`src/hw/rtl/bae_ram.sv`:
```
`default_nettype none

module bae_ram #(
    parameter int WIDTH = 8,
    parameter int DEPTH = 16
) (
    input  wire logic                     i_clk,
    input  wire logic                     i_we,
    input  wire logic [$clog2(DEPTH)-1:0] i_waddr,
    input  wire logic [WIDTH-1:0]         i_wdata,
    input  wire logic                     i_re,
    input  wire logic [$clog2(DEPTH)-1:0] i_raddr,
    output logic      [WIDTH-1:0]         o_rdata
);

    logic [WIDTH-1:0] r_mem [DEPTH];
    logic [WIDTH-1:0] r_rdata;

    // One write port and one registered read port.
    always_ff @(posedge i_clk) begin
        if (i_we) begin
            r_mem[i_waddr] <= i_wdata;
        end
        if (i_re) begin
            r_rdata <= r_mem[i_raddr];
        end
    end

    assign o_rdata = r_rdata;

endmodule

`default_nettype wire

```
`config.mk`:
```
export PLATFORM = sky130hd
export DESIGN_NAME = bae_ram
export DESIGN_NICKNAME = d
export VERILOG_FILES = /design/src/hw/rtl/bae_ram.sv
export SDC_FILE = /design/constraint.sdc
export NUM_CORES = 1
export LEC_CHECK = 0
export ABC_AREA = 1
export BUFFER_PORTS_ARGS = -buffer_cell sky130_fd_sc_hd__clkbuf_2
export CAP_MARGIN = 20
export CORE_MARGIN = 2
export CORE_UTILIZATION = 55
export CTS_CLUSTER_SIZE = 40
export DETAILED_ROUTE_END_ITERATION = 10
export HOLD_SLACK_MARGIN = 0.05
export PLACE_DENSITY = 0.7
export RECOVER_POWER = 100
export SETUP_SLACK_MARGIN = 0.15
export SLEW_MARGIN = 20
export SYNTH_ARGS = -nofsm -noshare
export SYNTH_HDL_FRONTEND = slang
export SYNTH_SLANG_ARGS = --single-unit
export TNS_END_PERCENT = 30
```
`constraint.sdc`:
```
create_clock -name i_clk -period 1.73 [get_ports i_clk]
set_input_delay 0.173 -clock i_clk [delete_from_list [all_inputs] [get_ports i_clk]]
set_output_delay 0.173 -clock i_clk [all_outputs]
set_load 0.01 [all_outputs]
```
; Yosys cells after proc, flatten, opt, wreduce, memory -nomap -nowiden
; Memory sizes are Yosys's and may differ from the RTL's. A register that Yosys moved wholly into a read port is not among the register bits.
; Index checks and enable logic that the tools add are counted.
[totals]
n_memories = 1
output_inout_bits = 8
ramBits = 128
wordCells = 3
regBits = 0
input_bits = 19
[mem_list]
columns = name, depth, width, read_ports, rd_ports_with_merged_regs, write_ports, line
row1 = r_mem, 16, 8, 1, 1, 1, 16  ; logic [WIDTH-1:0] r_mem [DEPTH];
[op_classes]
muxes = 2
[ops]
columns = operator, n
row1 = $mux 1, 2

; Longest topological paths before layout
; Gate-level depths: netlist (run 1).
[logic_depth]
word_depth = 2
ltp_mapped = 8
ltp_nobuf = 7

; Worst setup path after synthesis (run 1)
; Ideal clock, no wire load.
[synth_timing]
path_type = input port to flip-flop
startpoint = input port i_waddr[2]
endpoint = memory r_mem[10][0], enable pin
t_arrival_ns = 0.754
stages = 2
n_path_buf = 0
setup_time_ns = 0.370
required_time_ns = 1.360
slack_ns = 0.606
cell_sequence = nand3b_1 nor2_1
[synth_lines]
columns = item, line
row1 = from (decl), 9  ; input wire logic [$clog2(DEPTH)-1:0] i_waddr,
row2 = to (decl), 16
; No word-level cell before the write port.

; Worst setup path after layout (run 1)
[layout_timing]
startpoint = register r_rdata[4] (netlist: o_rdata[4]), read port of r_mem
endpoint = output port o_rdata[4]
[layout_lines]
columns = item, line
row1 = from (decl), 17  ; logic [WIDTH-1:0] r_rdata;
row2 = to (decl), 13  ; output logic [WIDTH-1:0] o_rdata
; No word-level cell between the ends.

==> results of run 1 <==
[registers in the layout, indices dropped and copies added (netlist names)]
signal   flops
r_mem      128
o_rdata      8
[logic make-up (layout without fill, tap and decap cells)]
| group | after synthesis | after routing | synth area share, % |
|---|---|---|---|
| DFF | 136 | 136 | 69.85 |
| buffers and inverters | 126 | 183 | 9.394 |
| and+or+nand+nor | 289 | 289 | 20.76 |
[power breakdown]
part,internal [mW],switching [mW]
combinational,0.119,0.318
clock,2.31,1.32
sequential,3.72,0.0241
total,6.15,1.66
[final cells by class]
cell class	count	area share, %
inverters	102	5.725
flip-flops and latches	136	61.07
well taps	136	2.544
clock inverters	14	2.732
clock buffers	17	6.193
repair buffers	50	3.592
multi-input cells	289	18.15
[per-stage QoR]
stage | cell area [um2] | utilization [%] | hold WS [ps] | worst slack (ps) | cells
2_1_floorplan | 5847 | - | 271.9 | 606.2 | 551
6_report | 6688 | 64.78 | 114.5 | 446.3 | 744
5_1_grt | 6688 | 64.78 | 134.3 | 419.0 | 744
3_5_place_dp | 6166 | 59.73 | 578.7 | 299.3 | 712
4_1_cts | 6773 | 65.60 | 88.46 | 434.3 | 744
3_3_place_gp | 6166 | 59.73 | 569.6 | 324.9 | 712
[layer usage]
| layer | share of wire (%) | vias to the layer above | global-route usage (%) |
|---|---|---|---|
| met4 | 2.0 | 0 | 10.20 |
| met2 | 47 | 183 | 37.79 |
| met3 | 8.1 | 23 | 5.714 |
| li1 | - | 1871 | - |
| met5 | 0 | - | 0 |
| met1 | 42 | 1839 | 33.57 |
[what timing repair did]
action	in CTS	in global routing
hold buffers	1	0
gates resized for setup	0	0
endpoints found under the hold margin	8	0
buffers inserted	0	0
[worst min path at each step]
stage	start	to	slack, ps	cells after the start
final	i_raddr[3]	o_rdata[2]	110	3
after global placement	i_re	o_rdata[6]	570	1
after detailed placement	i_re	o_rdata[6]	580	1
after floorplan	i_wdata[0]	r_mem[0][0]	270	0
after CTS	i_raddr[3]	o_rdata[2]	90	3
after global routing	i_raddr[3]	o_rdata[1]	130	3
[placed cells by master (no fill, tap or decap), drive strengths merged]
cell / n
nand2: 173
edfxtp: 136
inv: 102
nand3: 97
clkbuf: 59
nor2: 17
buf: 7
clkinv: 7
bufinv: 4
clkinvlp: 3
nand3b: 2
dlygate4sd3: 1
==> summary.txt, run 1 <==
Pwr
  – Leak: 2.821 nW
  – Final Power: between 7 and 8 mW
  – Power Density: 1168 nW/um2
  – Peak supply drop: between 0.7 and 0.8 mV

GRT
  – Vias in the first global route: ~3800
  – Initial antenna violation count: 0
  – Maximum number of pins on one net before global-route repair: 65
  – Grt ovf: 0
  – GR Util All Layers: 24.46%
  – First-pass GRT wire length: 20250 um

Critical path
  – Startpoint types: flip-flop
  – Total number of cells along the worst setup path: 1
  – Worst-path maximum fanout: 1
  – Reg2reg start: r_mem[4][0]
  – Terminus of the critical flop-to-flop path: o_rdata[0]
  – Setup crit end kind: primary output
  – Critical Path AT: 1110 ps
  – Reg2Reg Depth: 6
  – R2R setup slack: between 500 and 600 ps
  – Data required, critical path: 1560 ps
  – Worst-path cell chain: clkbuf_1
  – Slowest cell delay on critical path: around 430 ps
  – Worst Setup EP: o_rdata[4]
  – CP Launch Point: o_rdata[4]
  – Family with the most delay on the worst path: flip-flops
  – Kind of critical path: flip-flop to primary output
  – Slowest cell on the critical path: edfxtp_1
  – Worst path buffer plus inverter count: 1

STA
  – Worst-margin pin slew: roughly 900 ps
  – Worst slew margin: 40.12%
  – Fin crit share: 74.20%
  – Final count of pins violating max slew: 0
  – Max Clk Rate: 779.0 MHz
  – Final hold vios: 0
  – Clock Skews: 7.922 ps
  – Setup tns final: 0 ps
  – RSZ-0062 raised after global routing: false
  – Period minus WS final: 1284 ps
  – Finish-stage setup viols: 0

Finish
  – # diodes: 0
  – # fillers: 832
  – Final nets: 615
  – Footprint of the multi-input gates: 1214 um2
  – Sequential Area: between 4000 and 5000 um2
  – Area grow syn2layout: 14.38%
  – Fraction of layout instances using a drive strength above 1: 7.237%

Detailed routing
  – Drt first pass iters: 5
  – DRC: 0
  – Detailed Route WL: 12920 um
  – Routed Antenna Nets: 0
  – DR vias: 3916
  – DRT iter0 DRCs: between 300 and 400
  – Avg Vias per Cell: 5.263
  – Routed length per placed instance: 17.37 um

Die
  – Starting Density: between 50% and 60%
  – Die X-Extent: 107.1 um
  – # rows: 37
  – Die Span Y: 107.1 um
  – Core area: 10320 um2
  – Die area: 11470 um2
  – Ports: 27

Synthesis
  – Synth unique cells: 11
  – Yosys Warn Count: 0
  – Register bit total from synthesis: 136
  – Synth area leaders: edfxtp_1, nand2_1, nand3_1
  – EDFF count, synth: 136
  – Net Count, Synth: 570
  – Top FF cell, synth: edfxtp_1
  – Register area share after synthesis: 69.85%
  – Leading area contributor after synthesis: edfxtp_1
  – Cell with the most instances after synthesis: nand2_1
  – Syn Area/Cell: 10.61 um2
  – Async set-reset flop share out of synthesis: 0%
  – Netlist area before placement: 5847 um2
  – Top-area cell type share of the netlist area: 69.85%
  – List of most frequent post-synthesis cells: nand2_1, edfxtp_1, inv_1
  – Synth Instances: between 500 and 600

Outcome
  – Outcome: finished, final reports clean

Flow run
  – Total of max-cap violations: 0

Clock tree
  – CTS H-tree lvls: 4
  – Root buf cell: clkbuf_8
  – Clk_lat worst skew: 520 ps
  – Max clock buf depth: 2
  – Sink Count: 136
  – CTS tree: yes
  – CTS buffer count: 17
  – Clk slew on worst S/H paths: 60 ps

Place
  – Number of I/O port buffers: 26
  – Placer congestion estimate: ~0.83
  – Post-detail-place hpwl: 7920 um

Min path
  – Hold Path Class: input port to flip-flop
(Power assumes the default switching activity.)
==> run 2: changes to the inputs <==
- PLACE_DENSITY: 0.7 -> 0.72
- clock period: 1.73 -> 1.12 ns (I/O delays scaled with it)
==> run 2 against run 1 <==
Effect of this change: the flow now finishes with violations (setup timing); final cell count is 0.67% higher; sequential cell count stayed put; global-route usage is 1.1 points higher; critical endpoint is now o_rdata[2]; die area stayed put; core utilization is 1.9 points higher; clock-buffer cell count stayed put; critical path depth stayed put; power is 47% higher; non-clock buffer count is 4 higher; final area is 3.0% higher; clock power is 35% higher.
==> summary.txt, run 2 (synthesized netlist as in run 1, its figures left out) <==
Outcome
  – Outcome: finished, violations left
  – Failing checks: setup timing

Finish
  – Final nets: approximately 620
  – Fraction of layout instances using a drive strength above 1: between 10% and 20%
  – Most common cell after layout, fill and taps aside: nand2_1
  – Area grow syn2layout: 17.80%
  – # diodes: 0
  – Number of flip-flops under the largest register name: roughly 130
  – Commonest cells after routing, fill and taps aside: nand2_1, edfxtp_1, inv_1
  – Biggest register: r_mem

Place
  – Number of I/O port buffers: 26
  – Placer congestion estimate: 0.8365
  – Post-detail-place hpwl: 8023 um
  – Place WS: -225.8 ps

Clock tree
  – Clk slew on worst S/H paths: 60 ps
  – CTS H-tree lvls: 4
  – CTS tree: yes
  – CTS buffer count: 17
  – Sink Count: 136
  – Setup Buffers After CTS: 0
  – Clk_lat worst skew: 520 ps
  – Max clock buf depth: 2
  – Root buf cell: clkbuf_8

Flow run
  – Total of max-cap violations: 0

Critical path
  – Worst-path cell chain: clkbuf_2
  – Startpoint types: flip-flop
  – Worst-path maximum fanout: 1
  – R2R setup slack: 10 ps
  – Terminus of the critical flop-to-flop path: o_rdata[5]
  – Data required, critical path: 1010 ps
  – Family with the most delay on the worst path: flip-flops
  – Reg2reg start: r_mem[13][5]
  – Reg2Reg Depth: 6
  – Slowest cell on the critical path: edfxtp_1
  – Critical Path AT: 1080 ps
  – Setup crit end kind: primary output
  – Worst path buffer plus inverter count: 1
  – Slowest cell delay on critical path: between 400 and 500 ps
  – Kind of critical path: flip-flop to primary output

STA
  – Setup tns final: -279.8 ps
  – Period minus WS final: 1194 ps
  – Setup ws final: -73.85 ps
  – Max Clk Rate: between 800 and 900 MHz
  – RSZ-0062 raised after global routing: true
  – Worst slew margin: 31.44%
  – Finish-stage setup viols: 6
  – Worst-margin pin slew: 1028 ps
  – Fin crit share: 106.6%
  – Final hold vios: 0
  – Final count of pins violating max slew: 0
  – Clock Skews: 8.117 ps

Die
  – # rows: 37
  – Die X-Extent: about 110 um
  – Starting Density: a little under three fifths
  – Die Span Y: 107.1 um
  – Die area: 11470 um2
  – Ports: 27
  – Core area: 10320 um2

GRT
  – Initial antenna violation count: 0
  – M3 GR Usage: approximately 5.9%
  – Vias in the first global route: 3920
  – Busiest grt layer: met2
  – GR Util met1: 36.17%
  – GR Util All Layers: 25.52%
  – Grt ovf: 0
  – First-pass GRT wire length: 21250 um
  – Met2 Usage GRT: 38.92%
  – Maximum number of pins on one net before global-route repair: between 60 and 70

Pwr
  – Leak: 2.917 nW
  – Peak supply drop: 0.9391 mV
  – Power Density: 1666 nW/um2
  – Final Power: 11.48 mW

Detailed routing
  – DRC: 0
  – Drt first pass iters: 6
  – Routed Antenna Nets: 0
  – Detailed Route WL: 13240 um
  – Routed length per placed instance: between 15 and 20 um
  – DRT iter0 DRCs: 385
  – DR vias: roughly 4000
  – Avg Vias per Cell: 5.323

Min path
  – Worst Hold Depth: 4
  – Hold Path Class: input port to flip-flop
  – Hold Path End: o_rdata[7]
  – HP Start: i_raddr[3]
run 2: cell count changes in the layout (fill, tap and decap cells not counted), sizes merged:
cell	before	now
bufinv	4	1
clkinv	7	10
clkbuf	59	60
clkinvlp	3	4
buf	7	10
run 2: final cells by class:
class                   count  area, um2
repair buffers             54      325.3
inverters                 102      382.9
multi-input cells         289       1399
clock inverters            15      112.6
fillers                   794       3436
well taps                 136      170.2
clock buffers              17      414.1
flip-flops and latches    136       4084
run 2: timing repair:
item                                    in CTS  in global routing
hold buffers                                 1                  0
pin swaps                                   14                  8
endpoints found under the hold margin        8                  0
resized for setup                           13                 25
endpoints found under the setup margin      16                 16
run 2: power by group:
part	total [mW]	internal (mW)	switching [mW]
clock network	4.93	2.89	2.04
logic	0.775	0.236	0.539
registers	5.77	5.74	0.0330
total	11.5	8.87	2.61
run 2: how the worst max path moves through the flow:
stage               start           to  cells after the start  slack, ps
2_1_floorplan  i_waddr[3]  r_mem[4][0]                      2         60
3_3_place_gp   i_raddr[0]   o_rdata[2]                      7       -200
3_5_place_dp   i_raddr[0]   o_rdata[2]                      7       -230
4_1_cts        o_rdata[2]   o_rdata[2]                      1        -90
5_1_grt        o_rdata[2]   o_rdata[2]                      1       -120
6_report       o_rdata[2]   o_rdata[2]                      1        -70
run 2: worst min-delay path, stage by stage:
cell and delay, ps:
clkbuf_2 110, buf_4 190, nand3_2 90, nand2_1 50
run 2: per-layer routing:
layer	wire length, um	vias to the layer above
met1	5420	1914
li1	-	1878
met2	6438	180
met3	1149	15
met4	230	0
met5	0	-
run 2: stage by stage:
| step | instance area [um2] | hold slack (ps) | utilization (%) | cells |
|---|---|---|---|---|
| global route | 6888 | 144.9 | 66.72 | 749 |
| floorplan | 5847 | 210.9 | - | 551 |
| detailed placement | 6246 | 522.9 | 60.50 | 716 |
| finish | 6888 | 140.3 | 66.72 | 749 |
| global placement | 6246 | 520.8 | 60.50 | 716 |
| CTS | 6848 | 75.84 | 66.33 | 749 |
==> run 3: changes to the inputs <==
- CTS_CLUSTER_DIAMETER: default -> 200
- PLACE_DENSITY: 0.72 -> 0.73
==> run 3 against run 2 <==
Effect of this change: clock-buffer cell count grew 1; largest cell class unchanged; critical path depth is the same; the flow still finishes with violations (setup timing); power grew 7.6%; hold slack gained 11 ps; register-to-register slack gained 30 ps; worst setup slack lost 52 ps; sequential share of layout area shrank 1.4 points; clock power grew 17%.
==> summary.txt, run 3 (synthesized netlist as in run 1, its figures left out) <==
Finish
  – Fraction of layout instances using a drive strength above 1: between 15 and 20%
  – Commonest cells after routing, fill and taps aside: nand2_1, edfxtp_1, inv_1
  – Design area: around 7100 um2
  – Final nets: 620
  – # diodes: 0
  – Number of flip-flops under the largest register name: 128
  – Most common cell after layout, fill and taps aside: nand2_1
  – Area grow syn2layout: 20.65%
  – Biggest register: r_mem
  – Util after Layout: 68.33%

Min path
  – Worst Hold Depth: 4
  – Hold Path Class: input port to flip-flop
  – Hold Path End: o_rdata[7]
  – HP Start: i_raddr[3]

STA
  – Period minus WS final: approximately 1200 ps
  – Setup ws final: -125.9 ps
  – Worst slew margin: between 30% and 40%
  – Clock Skews: 5.225 ps
  – Finish-stage setup viols: 8
  – Fin crit share: 111.2%
  – Final hold vios: 0
  – Final count of pins violating max slew: 0
  – Max Clk Rate: around 800 MHz
  – Worst-margin pin slew: 905.7 ps
  – RSZ-0062 raised after global routing: true

Detailed routing
  – Detailed Route WL: between 10000 and 15000 um
  – DR vias: roughly 4100
  – DRT iter0 DRCs: between 300 and 400
  – Routed Antenna Nets: 0
  – DRC: 0
  – Avg Vias per Cell: 5.431
  – Routed length per placed instance: 18.24 um
  – Drt first pass iters: 5

Die
  – Die area: 11470 um2
  – Die Span Y: approximately 110 um
  – Core area: 10320 um2
  – Die X-Extent: approximately 110 um
  – Starting Density: 56.64%
  – Ports: 27
  – # rows: 37

GRT
  – Vias in the first global route: 3812
  – GR Util All Layers: between 20% and 30%
  – Maximum number of pins on one net before global-route repair: 52
  – Grt ovf: 0
  – First-pass GRT wire length: 20850 um
  – Initial antenna violation count: 0

Place
  – Post-Place Cell Area: 6266 um2
  – Placer congestion estimate: 0.8816
  – Number of I/O port buffers: 26
  – Post-detail-place hpwl: 8107 um
  – Place WS: -158.5 ps

Flow run
  – Total of max-cap violations: 0

Critical path
  – R2R setup slack: 40 ps
  – Reg2reg start: r_mem[0][7]
  – Kind of critical path: flip-flop to primary output
  – Slowest cell on the critical path: edfxtp_1
  – Terminus of the critical flop-to-flop path: o_rdata[7]
  – Slowest cell delay on critical path: 440 ps
  – Family with the most delay on the worst path: flip-flops
  – Startpoint types: flip-flop
  – Worst-path maximum fanout: 1
  – Worst-path cell chain: clkbuf_2
  – Worst path buffer plus inverter count: 1
  – Reg2Reg Depth: 6
  – Data required, critical path: 1010 ps
  – Setup crit end kind: primary output
  – Critical Path AT: 1130 ps

Clock tree
  – CTS buffer count: 17
  – Clk_lat worst skew: approximately 530 ps
  – Clk slew on worst S/H paths: 60 ps
  – Max clock buf depth: 2
  – Root buf cell: clkbuf_8
  – Sink Count: 136
  – CTS H-tree lvls: 4
  – Setup Buffers After CTS: 0
  – CTS tree: yes

Pwr
  – Leak: 2.996 nW
  – Peak supply drop: roughly 1.2 mV
  – Power Density: between 1500 and 2000 nW/um2

Outcome
  – Failing checks: setup timing
  – Outcome: finished, violations left
[run 3: how the worst max path moves through the flow]
stage          slack (ps)     endpoint  startpoint  cells after the start
4_1_cts              -120   o_rdata[6]  o_rdata[6]                      1
3_5_place_dp         -160   o_rdata[5]  i_raddr[0]                      8
3_3_place_gp         -120   o_rdata[5]  i_raddr[0]                      8
2_1_floorplan          60  r_mem[4][0]  i_waddr[3]                      2
5_1_grt              -130   o_rdata[6]  o_rdata[6]                      1
6_report             -130   o_rdata[6]  o_rdata[6]                      1
[run 3: stage by stage]
| stage | hold WS (ps) | TNS [ps] | power, mW | instances |
|---|---|---|---|---|
| after floorplan | 210.9 | 0 | 6.280 | 551 |
| after global placement | 536.8 | -791.0 | 6.594 | 717 |
| after detailed placement | 535.9 | -1062 | 6.616 | 717 |
| after CTS | 61.81 | -678.9 | 12.34 | 750 |
| after global routing | 170.9 | -847.9 | 12.65 | 750 |
| final | 150.9 | -654.6 | 12.35 | 750 |
[run 3: cell type report]
cell class,instances,area [um2]
Fill cell,742,3269
Multi-Input combinational cell,289,1454
Sequential cell,136,4084
Inverter,102,382.9
Clock inverter,14,196.4
Timing Repair Buffer,55,349.1
Clock buffer,18,417.9
Tap cell,136,170.2
[run 3: report_power, final]
part	leakage, nW	internal (mW)	switching, mW
clock network	0.294	3.64	2.12
logic	1.47	0.253	0.567
registers	1.24	5.74	0.0395
[run 3: repair_timing]
action                                  in CTS  in global routing
hold endpoints to repair                     8                  0
endpoints found under the setup margin      16                 16
gates resized for setup                     29                 21
pin swaps                                   33                  7
hold buffers                                 1                  0
[run 3: per-layer routing]
metal / GRT usage, % / share of wire (%)
met4: 10.20 / 2.9
met3: 4.742 / 8.1
met5: 0 / 0
met2: 42.63 / 50
met1: 33.19 / 39
