--- src/hw/rtl/bae_pkg.sv ---
`default_nettype none

package bae_pkg;

    // Default sizes of the line store and the window.
    localparam int MAX_WIDTH_DEF  = 2048;
    localparam int MAX_RADIUS_DEF = 3;

    // Field widths.
    localparam int DIM_W      = 12;
    localparam int RAD_W      = 2;
    localparam int COLOR_W    = 32;
    localparam int ALPHA_W    = 8;
    localparam int CFG_IDX_W  = 2;
    localparam int CFG_DATA_W = 32;

    // Row counters hold one row beyond the frame; linear positions hold row times width.
    localparam int ROW_W = DIM_W + 1;
    localparam int LIN_W = ROW_W + DIM_W + 1;

    // Register indexes of the configuration port.
    localparam logic [CFG_IDX_W-1:0] REG_FRAME_WIDTH  = 2'd0;
    localparam logic [CFG_IDX_W-1:0] REG_FRAME_HEIGHT = 2'd1;
    localparam logic [CFG_IDX_W-1:0] REG_RADIUS       = 2'd2;
    localparam logic [CFG_IDX_W-1:0] REG_KEEP_COLOR   = 2'd3;

    // Register reset values.
    localparam logic [DIM_W-1:0]   FRAME_WIDTH_RST  = 12'd640;
    localparam logic [DIM_W-1:0]   FRAME_HEIGHT_RST = 12'd480;
    localparam logic [RAD_W-1:0]   RADIUS_RST       = 2'd1;
    localparam logic [COLOR_W-1:0] KEEP_COLOR_RST   = 32'hFF00_0000;

    // Color of every pixel that does not survive.
    localparam logic [COLOR_W-1:0] TRANSPARENT_WHITE = 32'h00FF_FFFF;

    // Item kinds on the input stream.
    localparam logic CMD_PIXEL = 1'b0;
    localparam logic CMD_FLUSH = 1'b1;

    // Work handed from the position stage to the window stage.
    typedef struct packed {
        logic valid;
        logic pixel;
        logic alpha_on;
        logic fwd;
        logic emit;
        logic interior;
        logic last;
        logic clear;
    } t_win_cmd;

endpackage

`default_nettype wire

--- src/hw/rtl/bae_win.sv ---
`default_nettype none

module bae_win
    import bae_pkg::*;
#(
    parameter int MAX_RADIUS = MAX_RADIUS_DEF
) (
    input  wire logic                    i_clk,
    input  wire logic                    i_rst_n,
    input  wire t_win_cmd                i_cmd,
    input  wire logic [2*MAX_RADIUS-1:0] i_rdata,
    input  wire logic [RAD_W-1:0]        i_radius,
    input  wire logic [COLOR_W-1:0]      i_keep_color,
    input  wire logic                    i_m_tready,
    output logic                         o_en,
    output logic                         o_we,
    output logic [2*MAX_RADIUS-1:0]      o_wdata,
    output logic                         o_m_tvalid,
    output logic [COLOR_W-1:0]           o_m_tdata,
    output logic                         o_m_tlast
);

    localparam int HW = 2 * MAX_RADIUS;
    localparam int WS = HW + 1;

    // Earlier column vectors of the window, newest first.
    logic [WS-1:0]      r_win [HW];
    logic [HW-1:0]      r_fwd_vec;
    logic               r_m_tvalid;
    logic [COLOR_W-1:0] r_m_tdata;
    logic               r_m_tlast;

    logic [HW-1:0] hist;
    logic [WS-1:0] vec;
    logic [WS-1:0] mask;
    logic [WS-1:0] win_all [WS];
    logic          full;
    logic          consume;

    // Column vector of the current pixel: its own bit below the rows above it.
    assign hist = i_cmd.fwd ? r_fwd_vec : i_rdata;
    assign vec  = {hist, i_cmd.alpha_on};

    assign win_all[0] = vec;
    for (genvar k = 1; k < WS; k++) begin : g_win_all
        assign win_all[k] = r_win[k-1];
    end

    // Every column of the active window must be solid over the active rows.
    always_comb begin
        for (int j = 0; j < WS; j++) begin
            mask[j] = (j <= 2 * int'(i_radius));
        end
        full = 1'b1;
        for (int k = 0; k < WS; k++) begin
            if ((k <= 2 * int'(i_radius)) && ((win_all[k] & mask) != mask)) begin
                full = 1'b0;
            end
        end
    end

    // The stage moves on unless its result finds the output register occupied.
    assign o_en    = !(i_cmd.valid && i_cmd.emit && r_m_tvalid && !i_m_tready);
    assign consume = o_en && i_cmd.valid;
    assign o_we    = consume && i_cmd.pixel;
    assign o_wdata = vec[HW-1:0];

    // Window shift, end-of-frame clear and output valid.
    always_ff @(posedge i_clk) begin
        if (!i_rst_n) begin
            for (int k = 0; k < HW; k++) begin
                r_win[k] <= '0;
            end
            r_m_tvalid <= 1'b0;
        end else begin
            if (consume && i_cmd.pixel) begin
                r_win[0] <= vec;
                for (int k = 1; k < HW; k++) begin
                    r_win[k] <= r_win[k-1];
                end
            end
            if (consume && i_cmd.clear) begin
                for (int k = 0; k < HW; k++) begin
                    r_win[k] <= '0;
                end
            end
            if (consume && i_cmd.emit) begin
                r_m_tvalid <= 1'b1;
            end else if (i_m_tready) begin
                r_m_tvalid <= 1'b0;
            end
        end
    end

    // Result payload and the bypass copy of the last row-store write.
    always_ff @(posedge i_clk) begin
        if (o_we) begin
            r_fwd_vec <= vec[HW-1:0];
        end
        if (consume && i_cmd.emit) begin
            r_m_tdata <= (i_cmd.interior && full) ? i_keep_color : TRANSPARENT_WHITE;
            r_m_tlast <= i_cmd.last;
        end
    end

    assign o_m_tvalid = r_m_tvalid;
    assign o_m_tdata  = r_m_tdata;
    assign o_m_tlast  = r_m_tlast;

endmodule

`default_nettype wire

--- config.mk ---
export PLATFORM = sky130hd
export DESIGN_NAME = bae_win
export DESIGN_NICKNAME = d
export VERILOG_FILES = /design/src/hw/rtl/bae_pkg.sv /design/src/hw/rtl/bae_win.sv
export SDC_FILE = /design/constraint.sdc
export NUM_CORES = 1
export LEC_CHECK = 0
export ABC_AREA = 1
export BUFFER_PORTS_ARGS = -buffer_cell sky130_fd_sc_hd__buf_4
export CAP_MARGIN = 20
export CORE_UTILIZATION = 35
export DETAILED_ROUTE_END_ITERATION = 12
export GPL_ROUTABILITY_DRIVEN = 1
export PLACE_DENSITY = 0.57
export SYNTH_ARGS = -nofsm -noshare
export SYNTH_HDL_FRONTEND = slang
export SYNTH_SLANG_ARGS = --single-unit
--- constraint.sdc ---
create_clock -name i_clk -period 2.69 [get_ports i_clk]
set_input_delay 0.269 -clock i_clk [delete_from_list [all_inputs] [get_ports i_clk]]
set_output_delay 0.269 -clock i_clk [all_outputs]
set_load 0.01 [all_outputs]
== Word level (Yosys, flattened, before mapping) ==
Memories as Yosys holds them, arrays and structs flattened.
Index checks and enable logic that the tools add are counted.

* RAM bits: 42
* Input bits: 51
* Word-level logic and storage cells: 85
* Register bits after elaboration: 40
* Memories: 1

{| class="wikitable"
|+ Memory list
! memory !! depth !! bits a word !! read ports !! clocked after Yosys merged registers in !! write ports !! line !! RTL
|-
| r_win || 6 || 7 || 6 || 0 || 6 || bae_win.sv:27 || <nowiki>logic [WS-1:0] r_win [HW];</nowiki>
|}

* Reductions and logical operators: 18
* Multiplexer cells: 29
* Bitwise logic cells: 19
* Order comparisons: 7
* Equal/unequal tests: 7

{| class="wikitable"
|+ Operator list
! kind !! number
|-
| 7-bit 2-to-1 mux || 12
|-
| 7-bit AND || 7
|-
| 7-bit inequality test || 7
|-
| 1-bit 2-to-1 mux || 16
|-
| 1-bit logical AND || 15
|-
| 1-bit OR || 12
|-
| 3-bit less-or-equal comparator, first input constant || 3
|-
| 1-bit by 3-bit less-or-equal comparator with 1-bit output, first input constant || 2
|-
| 2-bit by 3-bit less-or-equal comparator with 1-bit output, first input constant || 2
|-
| 6-bit 2-to-1 mux || 1
|-
| 1-bit zero test || 2
|-
| 2-bit nonzero test || 1
|}

== Logic depth before layout (Yosys ltp) ==
Gate-level depths: netlist (run 1).

* Word-level depth: 12
* Mapped depth: 12
* Gate-level depth less buffers: 11

== Worst setup path after synthesis (run 1) ==
No wires, ideal clock.

* Path kind: reg-to-reg
* Start point: register r_m_tvalid, in the netlist o_m_tvalid
* End point: memory r_win[0][0] in the netlist's numbering, enable pin
* Period minus slack after synthesis: 2,820 ps
* Arrival time: 2,382 ps
* Cell stages (with the launch flop): 6
* Setup slack: -130 ps
* Path through: dfxtp_1 > inv_1 > nor2_1 > nand3_1 > nand2_1 > o211ai_1

{| class="wikitable"
|+ RTL lines
! item !! line !! RTL
|-
| from (decl) || bae_win.sv:29 || <nowiki>logic r_m_tvalid;</nowiki>
|-
| from (signal assigned) || bae_win.sv:74 || <nowiki>r_m_tvalid <= 1'b0;</nowiki>
|-
| from (signal assigned) || bae_win.sv:88 || <nowiki>r_m_tvalid <= 1'b1;</nowiki>
|-
| from (signal assigned) || bae_win.sv:90 || <nowiki>r_m_tvalid <= 1'b0;</nowiki>
|-
| to (decl) || bae_win.sv:27 ||
|}

== Final worst setup path (run 1) ==
* Start point: register r_m_tvalid, in the netlist o_m_tvalid
* End point: output o_we

* Cells in the longest elaborated chain, start to end: 5

{| class="wikitable"
|+ Ends and longest elaborated chain
! item !! line !! RTL
|-
| 1-bit logical AND (2 in a row) || bae_win.sv:63 || <nowiki>assign o_en = !(i_cmd.valid && i_cmd.emit && r_m_tvalid && !i_m_tready);</nowiki>
|-
| 1-bit zero test || bae_win.sv:63 ||
|-
| 1-bit logical AND || bae_win.sv:64 || <nowiki>assign consume = o_en && i_cmd.valid;</nowiki>
|-
| 1-bit logical AND || bae_win.sv:65 || <nowiki>assign o_we = consume && i_cmd.pixel;</nowiki>
|-
| to (decl) || bae_win.sv:16 || <nowiki>output logic o_we,</nowiki>
|}

No other way between the ends.

==> flow_metrics.py, run 1 <==
metrics = {
    "floorplanning": {
        "dieHeight_um": 102,
        "placeableCoreArea_mm2": 0.00977,
        "initial_core_util_pct": 36.0,
        "fp-row-count": 36,
        "die_area_mm2": 0.0104,
        "die_w_um": 102,
        "io_pins": 93,
    },
    "outcome": {
        "status": "complete, no violations",
    },
    "timing": {
        "max_slew_margin_pct": 55.4,
        "rsz0062_at_grt": "false",
        "fin_crit_ns": 1.83,
        "finalHoldViolCount": 0,
        "fmax_ghz": 0.546,
        "skew_ns": 0.00820,
        "tightest_slew_ns": 0.666,
        "setup_viol": 0,
        "post-route-period-util_pct": 68.1,
        "drv_slew": 0,
    },
    "worst_setup_path": {
        "r2r_cells": 8,
        "cp-end-kind": "primary output",
        "worstSetupStartpointType": "register",
        "worstPathMaxFanout": 7,
        "crit_chain": "inv_2, nor2_2, nand3_2, nand2_2, inv_1, nand2_1, inv_1, buf_4",
        "slowest_delay_ns": 0.34,
        "cp_slowest_cell": "dfxtp_2",
        "cp.required_ns": 2.42,
        "critPathArrivalTime_ns": 1.56,
        "path_class": "register to primary output",
        "crit_path_frequent_cell": "inv_1",
    },
    "clock_network": {
        "cts_tree": "yes",
        "cts-root-buf": "clkbuf_8",
        "cts_buffers": 9,
        "clockBufferDepth": 2,
        "cts_setup_buffers": 0,
        "cts_sinks": 82,
        "cts_resized": 0,
        "h-tree-depth": 3,
        "clkLatencyLatePin_ns": 0.34,
        "postCtsHoldBufs": 0,
        "cts.reportedPaths.clkPinSlew_ns": 0.08,
    },
    "global_routing": {
        "grtUsageTotal_pct": 12.7,
        "grt_pass1_vias": 2089,
        "overflow": 0,
        "grt_pass1_wl_um": 10100,
        "antenna_found_initial": 0,
        "grt_max_degree": 43,
    },
    "drt": {
        "vias": 2237,
        "viasPerCell": 4.25,
        "postRouteAntennaNets": 0,
        "drc": 0,
        "dr.pass1.iters": 4,
        "drtIter0Drc": 60,
        "wire_per_inst_um": 12.2,
        "totalWireLength_um": 6400,
    },
    "final_layout": {
        "register_area_mm2": 0.00245,
        "multi_input_area_um2": 742,
        "area_growth_pct": 27.2,
        "nets": 439,
        "drive_gt1_share_pct": 32.6,
        "antenna_cells": 0,
        "fillers": 902,
        "fin_util_pct": 45.8,
    },
    "yosys": {
        "netlist-cell-type-count": 23,
        "synth_area_mm2": 0.00351,
        "syn_nets": 348,
        "synth_cells": 297,
        "yosys_warnings": 0,
        "ys_seq_area_share_pct": 69.8,
        "syn_area_per_cell_um2": 11.8,
        "synth-seq-cells": 82,
    },
    "place": {
        "place_congestion": 0.704,
        "port_buffers": 92,
        "hpwl_um": 4360,
    },
    "power_and_ir_drop": {
        "leakagePower_uw": 0.00180,
        "power_density_mw_per_mm2": 575,
        "ir_drop_v": 0.000275,
        "finalPower_uw": 2570,
    },
    "hold_path": {
        "min_path_type": "input pin to register",
        "holdPathStages": 1,
    },
    "flow_run": {
        "cap_violations": 0,
    },
}
==> per-stage QoR <==
step,setup TNS [ns],setup slack [ns],instances,instance area (um2),hold slack (ns)
final,0,0.859,526,4470,0.111
after global routing,0,0.714,526,4470,0.0898
after CTS,0,0.810,526,4470,0.0896
after detailed placement,0,0.999,510,4290,0.456
after global placement,0,1.02,510,4290,0.450
after floorplan,-2.25,-0.0643,297,3530,0.368
==> metal layers <==
metal	wire length, um	global-route usage (%)	share of wire [%]	vias up
met4	28	3.30	0.44	0
met1	2880	16.3	45	1048
met2	3230	21.1	51	49
li1	-	-	-	1138
met3	257	3.56	4.0	2
met5	0	0	0	-
==> logic make-up (layout without fill, tap and decap cells) <==
family | Yosys count | after routing | share of synthesized area (%)
AOI/OAI and AO/OA | 8 | 8 | 1.35
buffers and inverters | 70 | 166 | 9.47
DFF | 82 | 82 | 69.8
and+or+nand+nor | 137 | 137 | 19.4
==> worst max-delay path: cells and delay by family (launching register included) <==
family | cells | cell delay, ns
simple gates | 4 | 0.44
flops | 1 | 0.34
buf+inv | 4 | 0.45
==> final timing paths <==
check,startpoint,end,slack (ns)
min,i_cmd[1],o_m_tlast,0.11
min reg2reg,r_win[0][10],r_win[0][17],0.57
max,o_m_tvalid,o_we,0.86
max reg2reg,o_m_tvalid,r_win[0][18],1.11
==> state kept, by name, summed over array words and instances, names as in the netlist <==
signal / count
r_win: 42
o_m_tdata: 32
r_fwd_vec: 6
o_m_tlast: 1
o_m_tvalid: 1
==> final cells by class <==
class	count	area share, %
Sequential cell	82	54.9
Multi-Input combinational cell	145	16.6
Timing Repair Buffer	95	15.9
Inverter	55	4.73
Tap cell	133	3.72
Clock buffer	10	2.85
Clock inverter	6	1.29
==> cells in the final DEF (no fill, tap or decap), types with 2 or more instances in the layout <==
master,instances
nand2_4,2
clkbuf_8,9
nand2_1,37
buf_4,95
clkinv_1,2
clkinvlp_4,2
nand4_1,4
nor2_1,56
nand3b_1,21
a21oi_1,4
nand2_2,5
o211ai_1,2
nand3b_2,3
edfxtp_1,81
nor2_2,4
inv_1,53
==> where the power goes <==
group	internal, uW	switching [uW]	leakage, uW
clock network	422	422	0.0000874
registers	1470	25.1	0.000830
logic	110	120	0.000885
total	2010	566	0.00180
==> cell usage after synthesis, drive strengths merged <==
cell type	number	share of area (%)
a21oi	4	0.57
buf	15	3.5
dfxtp	1	0.57
edfxtp	81	69
inv	55	6.0
nand2	44	5.4
nand3	2	0.28
nand3b	24	5.4
nand4	4	0.71
nor2	61	7.1
nor3	2	0.43
o211ai	2	0.43
o21a	1	0.21
o21ai	1	0.14
(Power assumes the default switching activity.)
==> run 2, diff against run 1 <==
--- a/config.mk
+++ b/config.mk
@@ -5,13 +5,13 @@
 export SDC_FILE = /design/constraint.sdc
 export NUM_CORES = 1
 export LEC_CHECK = 0
-export ABC_AREA = 1
+export ABC_AREA = 0
 export BUFFER_PORTS_ARGS = -buffer_cell sky130_fd_sc_hd__buf_4
 export CAP_MARGIN = 20
 export CORE_UTILIZATION = 35
 export DETAILED_ROUTE_END_ITERATION = 12
 export GPL_ROUTABILITY_DRIVEN = 1
-export PLACE_DENSITY = 0.57
+export PLACE_DENSITY = 0.55
 export SYNTH_ARGS = -nofsm -noshare
 export SYNTH_HDL_FRONTEND = slang
 export SYNTH_SLANG_ARGS = --single-unit
==> constraint.sdc (replaced) <==
create_clock -name i_clk -period 1.7 [get_ports i_clk]
set_input_delay 0.17 -clock i_clk [delete_from_list [all_inputs] [get_ports i_clk]]
set_output_delay 0.17 -clock i_clk [all_outputs]
set_load 0.01 [all_outputs]
==> flow_metrics.py, run 2 <==
metrics = {
    "drt": {
        "viasPerCell": 4.74,
        "drc": 0,
        "dr.pass1.iters": 4,
        "wire_per_inst_um": 16.0,
        "drtIter0Drc": 64,
        "postRouteAntennaNets": 0,
        "vias": 2149,
        "totalWireLength_um": 7270,
    },
    "timing": {
        "skew_ns": 0.0158,
        "tightest_slew_ns": 0.928,
        "worst_hold_slack_ns": 0.0343,
        "finalHoldViolCount": 0,
        "setup_viol": 32,
        "rsz0062_at_grt": "true",
        "setup_ws_ns": -0.227,
        "post-route-period-util_pct": 113,
        "fin_crit_ns": 1.93,
        "fmax_ghz": 0.519,
        "drv_slew": 0,
        "max_slew_margin_pct": 38.0,
    },
    "global_routing": {
        "overflow": 0,
        "grtUsageTotal_pct": 14.4,
        "grt_max_degree": 38,
        "grt_pass1_wl_um": 10900,
        "antenna_found_initial": 0,
        "grt_pass1_vias": 2187,
    },
    "final_layout": {
        "mostFrequentLayoutCells": "100 x buf_4, 81 x edfxtp_1, 37 x and2_1",
        "layout_commonest_cell": "buf_4",
        "register_area_mm2": 0.00245,
        "multi_input_area_um2": 853,
        "antenna_cells": 0,
        "largest_reg_flops": 42,
        "drive_gt1_share_pct": 39.8,
        "nets": 370,
        "largest-register": "r_win",
        "fillers": 823,
        "area_growth_pct": 34.9,
    },
    "worst_setup_path": {
        "worstPathMaxFanout": 16,
        "worstSetupStartpointType": "register",
        "cp-end-kind": "register",
        "critPathArrivalTime_ns": 2.01,
        "cp.required_ns": 1.79,
        "path_class": "register to register",
    },
    "floorplanning": {
        "io_pins": 93,
        "placeableCoreArea_mm2": 0.00933,
        "die_area_mm2": 0.0101,
        "initial_core_util_pct": 36.5,
        "fp-row-count": 35,
        "dieHeight_um": 101,
        "die_w_um": 101,
    },
    "yosys": {
        "yosys.area.top_type": "edfxtp_1",
        "synth_area_mm2": 0.00340,
        "ys_seq_area_share_pct": 72.1,
        "netlist_top_cells_area": "edfxtp_1 72%, and2_1 6.8%, nand4b_1 6.2%",
        "synth_cells": 220,
        "synth-edff-count": 81,
        "synthArstFlopShare_pct": 0,
        "netlist-cell-type-count": 28,
        "syn_area_per_cell_um2": 15.5,
        "synth_commonest_cells": "81 x edfxtp_1, 37 x and2_1, 24 x nand4b_1",
        "yosys_warnings": 0,
        "synth-seq-cells": 82,
        "syn_nets": 271,
        "synth_top_area_share_pct": 71.5,
        "synthFlopType": "edfxtp_1",
        "yosysMostFrequentCell": "edfxtp_1",
    },
    "clock_network": {
        "cts.reportedPaths.clkPinSlew_ns": 0.09,
        "cts-root-buf": "clkbuf_8",
        "cts_resized": 0,
        "clkLatencyLatePin_ns": 0.35,
        "clockBufferDepth": 2,
        "cts_sinks": 82,
        "h-tree-depth": 3,
        "cts_buffers": 9,
        "cts_tree": "yes",
    },
    "power_and_ir_drop": {
        "p_switching_uw": 932,
        "p_comb_share_pct": 9.5,
        "ir_drop_v": 0.000514,
        "power_density_mw_per_mm2": 902,
        "p_int_uw": 3200,
        "switching_share_pct": 22.5,
        "leakagePower_uw": 0.00177,
        "finalPower_uw": 4140,
        "seqPwrFrac_pct": 57.0,
        "p_clk_share_pct": 33.5,
    },
    "outcome": {
        "violations": "negative setup slack",
        "status": "finished, violations left",
    },
    "place": {
        "pre_cts_ws_ns": -0.263,
        "port_buffers": 92,
        "place_congestion": 0.683,
        "hpwl_um": 4720,
    },
    "flow_run": {
        "cap_violations": 0,
    },
    "hold_path": {
        "min_path_type": "input pin to register",
    },
}
==> run 2: layout make-up <==
cell class / count / share of cell area, %
flip-flops and latches: 82 / 53.5
repair buffers: 108 / 19.9
multi-input cells: 114 / 18.6
well taps: 129 / 3.52
clock buffers: 9 / 2.70
clock inverters: 7 / 1.53
inverters: 4 / 0.327
==> run 2: metal layers <==
layer	vias to the layer above	GRT usage, %	share of wire (%)
met5	-	0	0
met2	60	22.3	48
met4	0	7.92	2.4
met3	16	2.98	3.2
met1	1036	18.9	46
li1	1037	-	-
==> run 2: power by group through the flow <==
stage | combinational (uW) | clock (uW) | sequential [uW]
floorplan | 146 | 0 | 2410
global placement | 371 | 0 | 2400
CTS | 377 | 1420 | 2360
detailed placement | 374 | 0 | 2410
global route | 420 | 1500 | 2370
finish | 393 | 1380 | 2360
==> run 2: through the flow <==
step	area (um2)	TNS [ns]	instances	util [%]
floorplan	3450	-2.87	220	-
global placement	4310	-5.92	433	46.2
detailed placement	4310	-7.12	433	46.2
CTS	4520	-6.87	450	48.4
global route	4590	-8.21	453	49.2
finish	4590	-6.36	453	49.2
==> run 2: timing repair <==
action / CTS / global route
setup endpoints to repair: 32 / 52
endpoints found under the hold margin: 1 / 0
pin swaps: 16 / 2
hold buffers: 1 / 0
gates cloned: 0 / 2
setup buffers: 0 / 1
==> run 2: cells by family (layout without fill, tap and decap cells) <==
| family | after synthesis | in the layout | share of synthesized area (%) |
|---|---|---|---|
| buf+inv | 24 | 128 | 3.72 |
| mux | 6 | 6 | 1.80 |
| flops | 82 | 82 | 72.1 |
| simple gates | 102 | 102 | 20.6 |
| compound gates | 6 | 6 | 1.73 |
==> run 2: path summary, 6_finish.rpt <==
| path | from | slack, ns | to | cells past startpoint |
|---|---|---|---|---|
| max | r_win[0][36] | -0.23 | o_m_tdata[16] | 6 |
| min | i_cmd[5] | 0.03 | r_fwd_vec[0] | 1 |
| max reg2reg | r_win[0][36] | -0.23 | o_m_tdata[16] | 6 |
| min reg2reg | r_win[0][18] | 0.55 | r_win[0][25] | 1 |
==> run 2: critical path, cell delays in order (launching register included) <==
cell	delay [ns]
edfxtp_1	0.35
nand4_1	0.11
or4_4	0.56
o311ai_4	0.26
buf_12	0.16
clkbuf_16	0.16
nand4b_1	0.08
